## config.mk

```make
export PLATFORM = sky130hd
export DESIGN_NAME = poly_voice_allocator_midi_core
export DESIGN_NICKNAME = d
export VERILOG_FILES = /design/src/rtl/pvam_pkg.sv /design/src/rtl/poly_voice_allocator_midi_core.sv
export VERILOG_INCLUDE_DIRS = /design/src /design/src/rtl
export SDC_FILE = /design/constraint.sdc
export NUM_CORES = 1
export LEC_CHECK = 0
export ABC_AREA = 1
export BUFFER_PORTS_ARGS = -buffer_cell sky130_fd_sc_hd__clkbuf_2
export CAP_MARGIN = 40
export CORE_UTILIZATION = 55
export CTS_CLUSTER_SIZE = 30
export DETAILED_ROUTE_END_ITERATION = 7
export PLACE_DENSITY_LB_ADDON = 0.25
export SYNTH_ARGS = -nofsm -noshare
export SYNTH_HDL_FRONTEND = slang
export SYNTH_SLANG_ARGS = --single-unit
```

## constraint.sdc

```tcl
create_clock -name clk -period 3.97 [get_ports clk]
set_input_delay 0.1985 -clock clk [delete_from_list [all_inputs] [get_ports clk]]
set_output_delay 0.1985 -clock clk [all_outputs]
set_load 0.03 [all_outputs]
```

## src/rtl/poly_voice_allocator_midi_core_assert.svh

```systemverilog
// Assertion macros for the voice allocator core.
`ifndef POLY_VOICE_ALLOCATOR_MIDI_CORE_ASSERT_SVH
`define POLY_VOICE_ALLOCATOR_MIDI_CORE_ASSERT_SVH

// Same-cycle implication, sampled on clk, off while rst_n is low.
`define PVAM_ASSERT_IMP(lbl, ante, cons) \
    lbl: assert property (@(posedge clk) disable iff (!rst_n) (ante) |-> (cons)) \
        else $error("voice allocator check failed");

// Next-cycle implication, sampled on clk, off while rst_n is low.
`define PVAM_ASSERT_NEXT(lbl, ante, cons) \
    lbl: assert property (@(posedge clk) disable iff (!rst_n) (ante) |=> (cons)) \
        else $error("voice allocator check failed");

`endif

```

## src/rtl/pvam_pkg.sv

```systemverilog
// Types, constants, microcode table and lookup functions of the voice allocator.
package pvam_pkg;

    localparam int VOICES = 8;
    localparam int SLOT_W = (VOICES > 1) ? $clog2(VOICES) : 1;

    localparam logic [1:0] OP_PAD      = 2'd0;
    localparam logic [1:0] OP_NOTE_ON  = 2'd1;
    localparam logic [1:0] OP_NOTE_OFF = 2'd2;

    localparam logic [1:0] REG_POLY_MODE   = 2'd0;
    localparam logic [1:0] REG_VOICE_CHANS = 2'd1;
    localparam logic [1:0] REG_LEVEL_CC    = 2'd2;
    localparam logic [1:0] REG_SPEED_CC    = 2'd3;

    localparam logic [31:0] VOICE_CHANS_RST = 32'h7654_3210;
    localparam logic [6:0]  LEVEL_CC_RST    = 7'd7;
    localparam logic [6:0]  SPEED_CC_RST    = 7'd43;

    localparam logic [6:0] TRIG_NOTE    = 7'd42;
    localparam logic [6:0] TRIG_VEL     = 7'd127;
    localparam logic [6:0] LEVEL_UP     = 7'd127;
    localparam logic [6:0] LEVEL_ZERO   = 7'd0;
    localparam logic [6:0] NOTE_LO      = 7'd36;
    localparam logic [6:0] NOTE_HI      = 7'd85;
    localparam logic [6:0] SPEED_CENTER = 7'd64;

    localparam int SPEED_DEPTH = 50;
    localparam int SPEED_IDX_W = $clog2(SPEED_DEPTH);

    // centre value plus pitch offset, one entry per note from NOTE_LO up
    localparam logic [6:0] SPEED_TABLE [0:SPEED_DEPTH-1] = '{
        7'd16,  7'd17,  7'd19,  7'd20,  7'd21,  7'd23,  7'd24,  7'd25,  7'd27,  7'd28,
        7'd29,  7'd31,  7'd32,  7'd34,  7'd37,  7'd40,  7'd43,  7'd46,  7'd48,  7'd51,
        7'd53,  7'd56,  7'd59,  7'd62,  7'd64,  7'd66,  7'd69,  7'd72,  7'd75,  7'd77,
        7'd80,  7'd82,  7'd85,  7'd88,  7'd91,  7'd94,  7'd96,  7'd97,  7'd99,  7'd100,
        7'd101, 7'd103, 7'd104, 7'd105, 7'd107, 7'd108, 7'd109, 7'd111, 7'd112, 7'd113
    };

    typedef enum logic [2:0] {
        ST_IDLE,
        ST_DISPATCH,
        ST_LEVEL_ON,
        ST_SPEED,
        ST_TRIG,
        ST_LEVEL_OFF
    } step_t;

    typedef enum logic [2:0] {
        MSG_NONE,
        MSG_TRIG,
        MSG_LEVEL_ON,
        MSG_LEVEL_OFF,
        MSG_SPEED
    } msg_sel_t;

    typedef enum logic [1:0] {
        LAST_NO,
        LAST_YES,
        LAST_IF_OUT
    } last_sel_t;

    typedef enum logic [1:0] {
        SLOT_KEEP,
        SLOT_TAKE,
        SLOT_FREE
    } slot_op_t;

    typedef enum logic [1:0] {
        SEQ_WAIT_IN,
        SEQ_DISPATCH,
        SEQ_GOTO,
        SEQ_IF_RANGE
    } seq_t;

    typedef struct packed {
        msg_sel_t  msg;
        last_sel_t last;
        slot_op_t  slot_op;
        logic      ld_voice;
        seq_t      seq;
        step_t     target;
    } ctrl_t;

    function automatic ctrl_t ucode(step_t step);
        ctrl_t w;
        w = '{MSG_NONE, LAST_NO, SLOT_KEEP, 1'b0, SEQ_WAIT_IN, ST_DISPATCH};
        unique case (step)
            ST_IDLE:      w = '{MSG_NONE, LAST_NO, SLOT_KEEP, 1'b0, SEQ_WAIT_IN, ST_DISPATCH};
            ST_DISPATCH:  w = '{MSG_NONE, LAST_NO, SLOT_KEEP, 1'b1, SEQ_DISPATCH, ST_IDLE};
            ST_LEVEL_ON:  w = '{MSG_LEVEL_ON, LAST_IF_OUT, SLOT_TAKE, 1'b0, SEQ_IF_RANGE,
                                ST_SPEED};
            ST_SPEED:     w = '{MSG_SPEED, LAST_NO, SLOT_KEEP, 1'b0, SEQ_GOTO, ST_TRIG};
            ST_TRIG:      w = '{MSG_TRIG, LAST_YES, SLOT_KEEP, 1'b0, SEQ_GOTO, ST_IDLE};
            ST_LEVEL_OFF: w = '{MSG_LEVEL_OFF, LAST_YES, SLOT_FREE, 1'b0, SEQ_GOTO, ST_IDLE};
            default:      w = '{MSG_NONE, LAST_NO, SLOT_KEEP, 1'b0, SEQ_GOTO, ST_IDLE};
        endcase
        return w;
    endfunction

    // first step of the routine for an event
    function automatic step_t dispatch(logic [1:0] op, logic poly, logic has_free,
                                       logic has_match, logic in_range);
        step_t s;
        s = ST_IDLE;
        unique case (op)
            OP_PAD:      s = ST_TRIG;
            OP_NOTE_ON:
            begin
                if (poly)
                    s = has_free ? ST_LEVEL_ON : ST_IDLE;
                else
                    s = in_range ? ST_SPEED : ST_IDLE;
            end
            OP_NOTE_OFF: s = (poly && has_match) ? ST_LEVEL_OFF : ST_IDLE;
            default:     s = ST_IDLE;
        endcase
        return s;
    endfunction

    function automatic logic [6:0] speed_of(logic [6:0] note);
        logic [6:0] idx;
        idx = note - NOTE_LO;
        if (note >= NOTE_LO && idx < 7'(SPEED_DEPTH))
            return SPEED_TABLE[idx[SPEED_IDX_W-1:0]];
        else
            return SPEED_CENTER;
    endfunction

endpackage

```

## src/rtl/poly_voice_allocator_midi_core.sv

```systemverilog
// Voice allocator core: event decode, slot table and MIDI message sequencer.
//
//  channel   | dir | handshake                    | contents
//  s_axis    | in  | s_axis_tvalid / s_axis_tready | event: tuser op, tdata voice, note
//  m_axis    | out | m_axis_tvalid / m_axis_tready | message: tuser kind, tdata, tlast
//  apb       | in  | psel, penable, pready (high)  | four config registers at 4*i
//
//  An event is accepted, then dispatched, then takes one sequencer step per message
//  through the single output register; an event with no message ends at dispatch.
//  Reset clears the slot table valid bits, the step counter and the output valid.
//  A message step holds while the output register is full and not taken downstream;
//  a new event is taken only once the step counter is back at idle.
module poly_voice_allocator_midi_core
    import pvam_pkg::*;
(
    input  logic        clk,
    input  logic        rst_n,
    input  logic        s_axis_tvalid,
    output logic        s_axis_tready,
    input  logic [15:0] s_axis_tdata,   // voice[2:0], note[9:3], zero[15:10]
    input  logic [1:0]  s_axis_tuser,   // op[1:0]
    output logic        m_axis_tvalid,
    input  logic        m_axis_tready,
    output logic [23:0] m_axis_tdata,   // number[6:0], amount[13:7], channel[17:14], zero
    output logic        m_axis_tuser,   // msg_kind[0]
    output logic        m_axis_tlast,   // last
    input  logic        psel,
    input  logic        penable,
    input  logic        pwrite,
    input  logic [3:0]  paddr,
    input  logic [31:0] pwdata,
    output logic [31:0] prdata,
    output logic        pready
);

`include "poly_voice_allocator_midi_core_assert.svh"

    // configuration
    logic        poly_mode_reg, poly_mode_next;
    logic [31:0] voice_chans_reg, voice_chans_next;
    logic [6:0]  level_cc_reg, level_cc_next;
    logic [6:0]  speed_cc_reg, speed_cc_next;
    logic        cfg_write;

    // sequencer and event registers
    step_t       step_reg, step_next;
    ctrl_t       ctrl;
    logic [1:0]  op_reg, op_next;
    logic [2:0]  in_voice_reg, in_voice_next;
    logic [6:0]  note_reg, note_next;
    logic [2:0]  voice_reg, voice_next;
    logic [SLOT_W-1:0] slot_reg, slot_next;

    // slot table
    logic [VOICES-1:0] used_reg, used_next;
    logic [6:0]  notes_reg [VOICES];
    logic [6:0]  notes_next [VOICES];
    logic              has_free, has_match;
    logic [SLOT_W-1:0] free_idx, match_idx;

    // output register
    logic        m_valid_reg, m_valid_next;
    logic [17:0] m_data_reg, m_data_next;
    logic        m_kind_reg, m_kind_next;
    logic        m_last_reg, m_last_next;

    logic        in_accept, out_free, advance, msg_fire, in_range;
    logic        msg_kind;
    logic [6:0]  msg_number, msg_amount;
    logic [3:0]  msg_chan;
    logic        msg_last;

    assign pready    = 1'b1;
    assign cfg_write = psel && penable && pwrite && pready;

    always_comb
    begin
        unique case (paddr[3:2])
            REG_POLY_MODE:   prdata = {31'd0, poly_mode_reg};
            REG_VOICE_CHANS: prdata = voice_chans_reg;
            REG_LEVEL_CC:    prdata = {25'd0, level_cc_reg};
            REG_SPEED_CC:    prdata = {25'd0, speed_cc_reg};
        endcase
    end

    always_comb
    begin
        poly_mode_next   = poly_mode_reg;
        voice_chans_next = voice_chans_reg;
        level_cc_next    = level_cc_reg;
        speed_cc_next    = speed_cc_reg;
        if (cfg_write)
        begin
            unique case (paddr[3:2])
                REG_POLY_MODE:   poly_mode_next   = pwdata[0];
                REG_VOICE_CHANS: voice_chans_next = pwdata;
                REG_LEVEL_CC:    level_cc_next    = pwdata[6:0];
                REG_SPEED_CC:    speed_cc_next    = pwdata[6:0];
            endcase
        end
    end

    assign ctrl          = ucode(step_reg);
    assign s_axis_tready = (step_reg == ST_IDLE);
    assign in_accept     = s_axis_tvalid && s_axis_tready;
    assign out_free      = !m_valid_reg || m_axis_tready;
    assign advance       = (ctrl.msg == MSG_NONE) || out_free;
    assign msg_fire      = (ctrl.msg != MSG_NONE) && out_free;
    assign in_range      = (note_reg >= NOTE_LO) && (note_reg <= NOTE_HI);

    // lowest free slot and lowest slot holding the event's note
    always_comb
    begin
        has_free  = 1'b0;
        has_match = 1'b0;
        free_idx  = '0;
        match_idx = '0;
        for (int i = VOICES - 1; i >= 0; i--)
        begin
            if (!used_reg[i])
            begin
                has_free = 1'b1;
                free_idx = SLOT_W'(i);
            end
            if (used_reg[i] && notes_reg[i] == note_reg)
            begin
                has_match = 1'b1;
                match_idx = SLOT_W'(i);
            end
        end
    end

    // next step
    always_comb
    begin
        step_next = step_reg;
        unique case (ctrl.seq)
            SEQ_WAIT_IN:
            begin
                if (in_accept)
                    step_next = ctrl.target;
            end
            SEQ_DISPATCH:
                step_next = dispatch(op_reg, poly_mode_reg, has_free, has_match, in_range);
            SEQ_GOTO:
            begin
                if (advance)
                    step_next = ctrl.target;
            end
            SEQ_IF_RANGE:
            begin
                if (advance)
                    step_next = in_range ? ctrl.target : ST_IDLE;
            end
        endcase
    end

    // datapath driven by the control word
    always_comb
    begin
        op_next       = op_reg;
        in_voice_next = in_voice_reg;
        note_next     = note_reg;
        voice_next    = voice_reg;
        slot_next     = slot_reg;
        used_next     = used_reg;
        notes_next    = notes_reg;

        if (in_accept)
        begin
            op_next       = s_axis_tuser;
            in_voice_next = s_axis_tdata[2:0];
            note_next     = s_axis_tdata[9:3];
        end

        if (ctrl.ld_voice)
        begin
            slot_next = (op_reg == OP_NOTE_ON) ? free_idx : match_idx;
            if (poly_mode_reg && op_reg == OP_NOTE_ON)
                voice_next = 3'(free_idx);
            else if (poly_mode_reg && op_reg == OP_NOTE_OFF)
                voice_next = 3'(match_idx);
            else
                voice_next = in_voice_reg;
        end

        for (int i = 0; i < VOICES; i++)
        begin
            if (msg_fire && slot_reg == SLOT_W'(i))
            begin
                unique case (ctrl.slot_op)
                    SLOT_TAKE:
                    begin
                        used_next[i]  = 1'b1;
                        notes_next[i] = note_reg;
                    end
                    SLOT_FREE: used_next[i] = 1'b0;
                    default:;
                endcase
            end
        end
    end

    // message fields
    always_comb
    begin
        msg_kind   = 1'b1;
        msg_number = level_cc_reg;
        msg_amount = LEVEL_UP;
        unique case (ctrl.msg)
            MSG_TRIG:
            begin
                msg_kind   = 1'b0;
                msg_number = TRIG_NOTE;
                msg_amount = TRIG_VEL;
            end
            MSG_LEVEL_OFF: msg_amount = LEVEL_ZERO;
            MSG_SPEED:
            begin
                msg_number = speed_cc_reg;
                msg_amount = speed_of(note_reg);
            end
            default:;
        endcase

        msg_chan = 4'(voice_chans_reg >> {voice_reg, 2'b00});

        unique case (ctrl.last)
            LAST_YES:    msg_last = 1'b1;
            LAST_IF_OUT: msg_last = !in_range;
            default:     msg_last = 1'b0;
        endcase
    end

    // output register: load on a message step, drop once taken
    always_comb
    begin
        m_valid_next = m_valid_reg;
        m_data_next  = m_data_reg;
        m_kind_next  = m_kind_reg;
        m_last_next  = m_last_reg;
        if (msg_fire)
        begin
            m_valid_next = 1'b1;
            m_data_next  = {msg_chan, msg_amount, msg_number};
            m_kind_next  = msg_kind;
            m_last_next  = msg_last;
        end
        else if (m_axis_tready)
            m_valid_next = 1'b0;
    end

    assign m_axis_tvalid = m_valid_reg;
    assign m_axis_tdata  = {6'd0, m_data_reg};
    assign m_axis_tuser  = m_kind_reg;
    assign m_axis_tlast  = m_last_reg;

    always_ff @(posedge clk or negedge rst_n)
    begin
        if (!rst_n)
        begin
            poly_mode_reg   <= 1'b0;
            voice_chans_reg <= VOICE_CHANS_RST;
            level_cc_reg    <= LEVEL_CC_RST;
            speed_cc_reg    <= SPEED_CC_RST;
            step_reg        <= ST_IDLE;
            used_reg        <= '0;
            m_valid_reg     <= 1'b0;
        end
        else
        begin
            poly_mode_reg   <= poly_mode_next;
            voice_chans_reg <= voice_chans_next;
            level_cc_reg    <= level_cc_next;
            speed_cc_reg    <= speed_cc_next;
            step_reg        <= step_next;
            used_reg        <= used_next;
            m_valid_reg     <= m_valid_next;
        end
    end

    always_ff @(posedge clk)
    begin
        op_reg       <= op_next;
        in_voice_reg <= in_voice_next;
        note_reg     <= note_next;
        voice_reg    <= voice_next;
        slot_reg     <= slot_next;
        notes_reg    <= notes_next;
        m_data_reg   <= m_data_next;
        m_kind_reg   <= m_kind_next;
        m_last_reg   <= m_last_next;
    end

    `PVAM_ASSERT_NEXT(a_accept_dispatch, in_accept, step_reg == ST_DISPATCH)
    `PVAM_ASSERT_IMP(a_take_free_slot, msg_fire && ctrl.slot_op == SLOT_TAKE,
                     !used_reg[slot_reg])
    `PVAM_ASSERT_IMP(a_free_used_slot, msg_fire && ctrl.slot_op == SLOT_FREE,
                     used_reg[slot_reg] && notes_reg[slot_reg] == note_reg)
    `PVAM_ASSERT_NEXT(a_trigger_last, msg_fire && step_reg == ST_TRIG,
                      m_axis_tvalid && m_axis_tlast)

endmodule
```

Word level (Yosys, flattened, before mapping)
Memories as Yosys holds them, arrays and structs flattened.
Index checks and enable logic that the tools add are counted.
- output and inout port bits: 61
- latch bits: 0
- memory bits (writable): 0
- input bits: 61
- bits in registers: 153
- memories kept: 1
- memory bits (read-only): 448
- logic and storage cells: 192
- bitwise operators: 1
- divide/modulo/power cells: 0
- reduce and logical (&&, ||, !) cells: 59
- $lt $le $gt $ge: 4
- shift-type cells: 1
- $add $sub $neg: 1
- multiply operators: 0
- equal/unequal tests: 38
- muxes and demuxes: 57
- memory list (name ; depth ; bits a word ; read ports ; clocked after Yosys merged registers in ; write ports ; line ; source):
    (name not given) ; 64 ; 7 ; 1 ; 0 ; 0 ; pvam_pkg.sv:125 ; return SPEED_TABLE[idx[SPEED_IDX_W-1:0]];
- operator list (kind ; count):
    $pmux W32 S4 ; 1
    $pmux W13 S6 ; 1
    $mux W3 ; 24
    $eq A7 B7 Y1 ; 8
    $reduce_and A2 Y1 ; 20
    $shr A32 B5 Y4 ; 1
    $pmux W7 S2 ; 2
    $logic_and A1 B1 Y1 ; 25
    $eq A3 B3 Y1 const B ; 7
    $mux W7 ; 3
    $mux W1 ; 19
    $eq A3 B2 Y1 const B ; 5
    $eq A2 B2 Y1 const B ; 7
    $pmux W3 S4 ; 1
    $eq A2 B1 Y1 const B ; 5
    $eq A3 B1 Y1 const B ; 3
    $logic_not A3 Y1 ; 3
    $pmux W3 S3 ; 1
    $ge A7 B6 Y1 const B ; 1
    $ge A7 B7 Y1 const B ; 1
    $le A7 B7 Y1 const B ; 1
    $lt A7 B6 Y1 const B ; 1
    $not A6 Y7 ; 1
    $sub A7 B6 Y7 const B ; 1
    other kinds (9) ; 19

Logic depth before layout (Yosys ltp)
- word-level depth: 14
- gate-level depth with buffers: 18
- depth with buffers taken out: 17

Least setup slack after synthesis
Ideal clock, no wire load.
- path kind: register to register
- from: reg step_reg[1]
- to: reg in_voice_reg[0] (enable)
- library setup time: 0.380 ns
- setup slack: 1.700 ns
- period minus slack after synthesis: 2.270 ns
- stages on the path, launching flop included: 4
- arrival time: 1.889 ns
- data required time: 3.590 ns
- path through: dfrtp_1 -> nor3_1 -> inv_1 -> nor2_1
- longest elaborated chain between the ends: 2
- RTL lines (element ; line ; source):
    from (decl) ; poly_voice_allocator_midi_core.sv:46 ; step_t step_reg, step_next;
    from (signal assigned) ; poly_voice_allocator_midi_core.sv:276 ; step_reg <= step_next;
    $logic_not A3 Y1 ; poly_voice_allocator_midi_core.sv:104 ; assign s_axis_tready = (step_reg == ST_IDLE);
    net s_axis_tready ; poly_voice_allocator_midi_core.sv:19 ; output logic s_axis_tready,
    $logic_and A1 B1 Y1 ; poly_voice_allocator_midi_core.sv:105 ; assign in_accept = s_axis_tvalid && s_axis_tready;
    net in_accept ; poly_voice_allocator_midi_core.sv:67 ; logic in_accept, out_free, advance, msg_fire, in_range;
    to (signal assigned) ; poly_voice_allocator_midi_core.sv:285 ; in_voice_reg <= in_voice_next;
    to (decl) ; poly_voice_allocator_midi_core.sv:49 ; logic [2:0] in_voice_reg, in_voice_next;
The timed path passes the listed nets, and every way through them passes these cells.
A chain may end at the register's enable or synchronous reset.

Worst setup path in the final report
- from: reg step_reg[1]
- to: reg notes_reg[21] in the netlist's numbering (enable)
- longest elaborated chain between the ends: 6
- elaborated cells between the ends (all ways): 12
- RTL lines (element ; line ; source):
    $eq A3 B3 Y1 (tied with other cells) ; pvam_pkg.sv:88 ; unique case (step)
    $pmux W13 S6 (*) ; pvam_pkg.sv:88 ;
    $reduce_bool A3 Y1 ; poly_voice_allocator_midi_core.sv:108 ; assign msg_fire = (ctrl.msg != MSG_NONE) && out_free;
    $logic_and A1 B1 Y1 ; poly_voice_allocator_midi_core.sv:108 ;
    $logic_and A1 B1 Y1 ; poly_voice_allocator_midi_core.sv:189 ; if (msg_fire && slot_reg == SLOT_W'(i))
    $reduce_and A2 Y1 (no source line) (*) ; n/a ;
    to (signal assigned) ; poly_voice_allocator_midi_core.sv:289 ; notes_reg <= notes_next;
    to (decl) ; poly_voice_allocator_midi_core.sv:56 ; logic [6:0] notes_reg [VOICES];
Every way passes the cells marked *; elsewhere a longest branch is shown, timed or not.

==> results_tabular.tex <==
\begin{tabular}{lr}
\hline
Metric & Value \\
\hline
\multicolumn{2}{l}{\textbf{Run status}} \\
Status & finished clean \\
\multicolumn{2}{l}{\textbf{Logic synthesis}} \\
Synthesized area per cell & 8.66 µm² \\
Post-synthesis instance total & 926 \\
Netlist Area Pre-Place & 8020 µm² \\
Post-synthesis sequential area ratio & 53.9\% \\
Distinct cell type count of the synthesized netlist & 51 \\
Count of state elements after synthesis & 153 \\
Yosys synthesis warning count & 0 \\
\multicolumn{2}{l}{\textbf{Timing}} \\
Final Setup Violations & 0 \\
Endpoints failing hold & 0 \\
Fin Setup TNS & 0 ns \\
Maximum clock rate & 403 MHz \\
Number of pins exceeding their max-slew limit in the final report & 0 \\
Crit share post-route & 62.5\% \\
Tightest slew margin relative to the limit & 45.9\% \\
Shortest clock period the worst path allows after layout & 2.48 ns \\
Final worst clock skew & 0.00990 ns \\
RSZ-0062 raised after global routing & false \\
Worst-Margin Slew & 0.812 ns \\
\multicolumn{2}{l}{\textbf{Finish}} \\
Total of fill cells in the finished design & 1079 \\
Share of final-layout standard cells stronger than drive strength 1 & 19.1\% \\
Commonest non-fill, non-tap cell in the layout & sky130\_fd\_sc\_hd\_\_nand2\_1 \\
Final standard cell area without fillers & 9660 µm² \\
Nets & 1139 \\
Leading cell types in the layout, fill and taps excluded & 225 x sky130\_fd\_sc\_hd\_\_nand2\_1, 134 x sky130\_fd\_sc\_hd\_\_inv\_1, 106 x sky130\_fd\_sc\_hd\_\_clkbuf\_2 \\
Final core occ & 68.8\% \\
Synthesis-to-finish area growth & 20.5\% \\
Flip-flop count of the largest register after layout & 56 \\
Antenna diode instance count & 0 \\
\multicolumn{2}{l}{\textbf{Clock tree}} \\
H-tree depth & 4 \\
Number of buffers added by the clock tree synthesis step & 17 \\
Clock tree from TritonCTS & built \\
Clock root buffer & sky130\_fd\_sc\_hd\_\_clkbuf\_16 \\
TritonCTS Sinks & 153 \\
Maximum clock path buffer count & 2 \\
Clock transition at the registers of the reported paths & 0.06 ns \\
Resized cells post-CTS & 0 \\
Clock latency of the later-clocked register in the worst-skew pair & 0.44 ns \\
\multicolumn{2}{l}{\textbf{Detailed routing}} \\
Final routed wire length divided by cell count & 14.5 µm \\
Antenna-violating nets left & 0 \\
DRC violation total after the first TritonRoute iteration & 749 \\
Sum of routed wire length over all layers & 18.3 mm \\
DRC Markers & 0 \\
Number of vias per cell & 5.29 \\
Count of TritonRoute iterations in the first routing pass & 5 \\
Detailed-route via count & 6675 \\
\multicolumn{2}{l}{\textbf{Setup path}} \\
Launch point of the worst reg-to-reg path & step\_reg[1] \\
Critical path class & register to register \\
CP Launch Point & step\_reg[1] \\
Data required time at the worst endpoint & 4.04 ns \\
Critical Path End Type & register \\
Setup crit start kind & register \\
CP Data Arrival Time & 2.55 ns \\
Worst Path Max Fanout & 11 \\
\multicolumn{2}{l}{\textbf{Worst hold path}} \\
HP Class & input pin to register \\
Start point of the worst min-delay path & pwdata[6] \\
\multicolumn{2}{l}{\textbf{Placement}} \\
Number of I/O port buffers & 106 \\
Global placer's final weighted congestion & 0.876 \\
Placed wire-length estimate after detailed placement & 12.6 mm \\
Cell Area, Placed & 8640 µm² \\
\multicolumn{2}{l}{\textbf{GRT}} \\
Gr ovfl total & 0 \\
Initial antenna violation count & 0 \\
Vias in the first global route & 6174 \\
Global routing usage summed across all routing layers & 26.0\% \\
Global-route wire length before repair & 29.6 mm \\
Maximum number of pins on one net before global-route repair & 40 \\
\multicolumn{2}{l}{\textbf{Pwr}} \\
Leak Pwr & 4.35 nW \\
Power density over the cells & 596 nW/µm² \\
Post-layout power & 5.76 mW \\
Max VDD drop & 0.434 mV \\
\multicolumn{2}{l}{\textbf{Floorplan}} \\
Horizontal die dimension & 123 µm \\
Top-Level Pins & 122 \\
Area of the die & 15100 µm² \\
Floorplan die height & 123 µm \\
Count of standard-cell rows & 43 \\
Initial Util & 57.1\% \\
Area of the core & 14000 µm² \\
\multicolumn{2}{l}{\textbf{Job}} \\
Number of violations of the max-capacitance limit & 0 \\
\hline
\end{tabular}
## cell families after synthesis
kind of cell	synth area share (%)
simple gates	20.0
compound gates	12.8
buf+inv	9.82
flops	53.9
xor+xnor	2.08
fa+ha+maj	1.25
other cells	0.0937
## synth_stat cells (all sizes together)
library cell  count  area, µm²
a21o              1       7.51
a21oi            33        176
a221oi            4       35.0
a22oi             2       15.0
a311oi            1       8.76
a31oi             7       43.8
buf              26        194
clkbuf           11       41.3
conb              2       7.51
dfrtp            40       1000
dfstp            19        499
edfxtp           94       2820
ha                8        100
inv             145        552
nand2           233        900
nand3            25        135
nand4             5       31.3
nor2            100        435
nor3              7       35.0
nor4              1       6.26
o2111ai           2       17.5
o211ai            2       20.0
o21ai           115        579
o21bai            1       7.51
o221ai            7       61.3
o22a              1       8.76
o22ai             3       18.8
o311ai            1       8.76
o31ai             1       12.5
o32ai             1       8.76
or2               9       61.3
xnor2            14        123
xor2              5       43.8
## path summary, 6_finish.rpt
check	endpoint	slack, ns	cells past startpoint
setup / recovery	notes_reg[21]	1.49	11
min in group asynchronous	speed_cc_reg[6]	0.37	2
setup reg to reg	notes_reg[21]	1.49	11
hold reg to reg	level_cc_reg[4]	0.49	2
max in group asynchronous	voice_chans_reg[30]	2.66	3
hold / removal	voice_chans_reg[6]	0.03	3
## cell type report
cell class	count	area, µm²	area share (%)
multi-input combinational	596	2930	30.3
clock buffer	24	547	5.66
clock inverter	8	65.1	0.673
timing repair buffer	157	1020	10.6
tap	180	225	2.33
sequential	153	4320	44.7
inverter	145	552	5.71
## power by group
group	internal (mW)	total [mW]	leakage [nW]	switching, mW
clock	0.979	1.64	0.305	0.661
sequential	2.13	2.35	1.54	0.217
combinational	0.535	1.77	2.50	1.23
total	3.65	5.76	4.35	2.11
## layer usage
layer / track usage (%) / part of all wire (%) / routed length (µm)
met1: 35.6 / 45 / 8220
met4: 10.6 / 1.9 / 340
met3: 4.69 / 5.4 / 983
met2: 40.7 / 48 / 8740
met5: 0 / 0 / 0
## critical path: stages (launching register included)
cell,delay [ns]
sky130_fd_sc_hd__dfrtp_1,0.41
sky130_fd_sc_hd__inv_2,0.08
sky130_fd_sc_hd__nand3_1,0.35
sky130_fd_sc_hd__nand2_1,0.19
sky130_fd_sc_hd__inv_1,0.08
sky130_fd_sc_hd__nand2_2,0.07
sky130_fd_sc_hd__nand2_2,0.11
sky130_fd_sc_hd__nor2_2,0.14
sky130_fd_sc_hd__inv_1,0.07
sky130_fd_sc_hd__nor2_1,0.10
sky130_fd_sc_hd__inv_1,0.08
sky130_fd_sc_hd__nor2_1,0.44
## timing repair
item,4_1_cts,5_1_grt
setup endpoints to repair,0,0
hold buffers,41,0
hold endpoints to repair,59,0
setup buffers,0,0
## stage by stage
step / hold WS [ns] / cells / setup WS, ns
2_1_floorplan: -0.0971 / 931 / 1.70
3_3_place_gp: 0.294 / 1187 / 1.50
3_5_place_dp: 0.287 / 1190 / 1.51
4_1_cts: 0.00745 / 1263 / 1.48
5_1_grt: 0.0131 / 1263 / 1.23
6_report: 0.0298 / 1263 / 1.49
No activity file was read; power rests on OpenSTA's default activity.
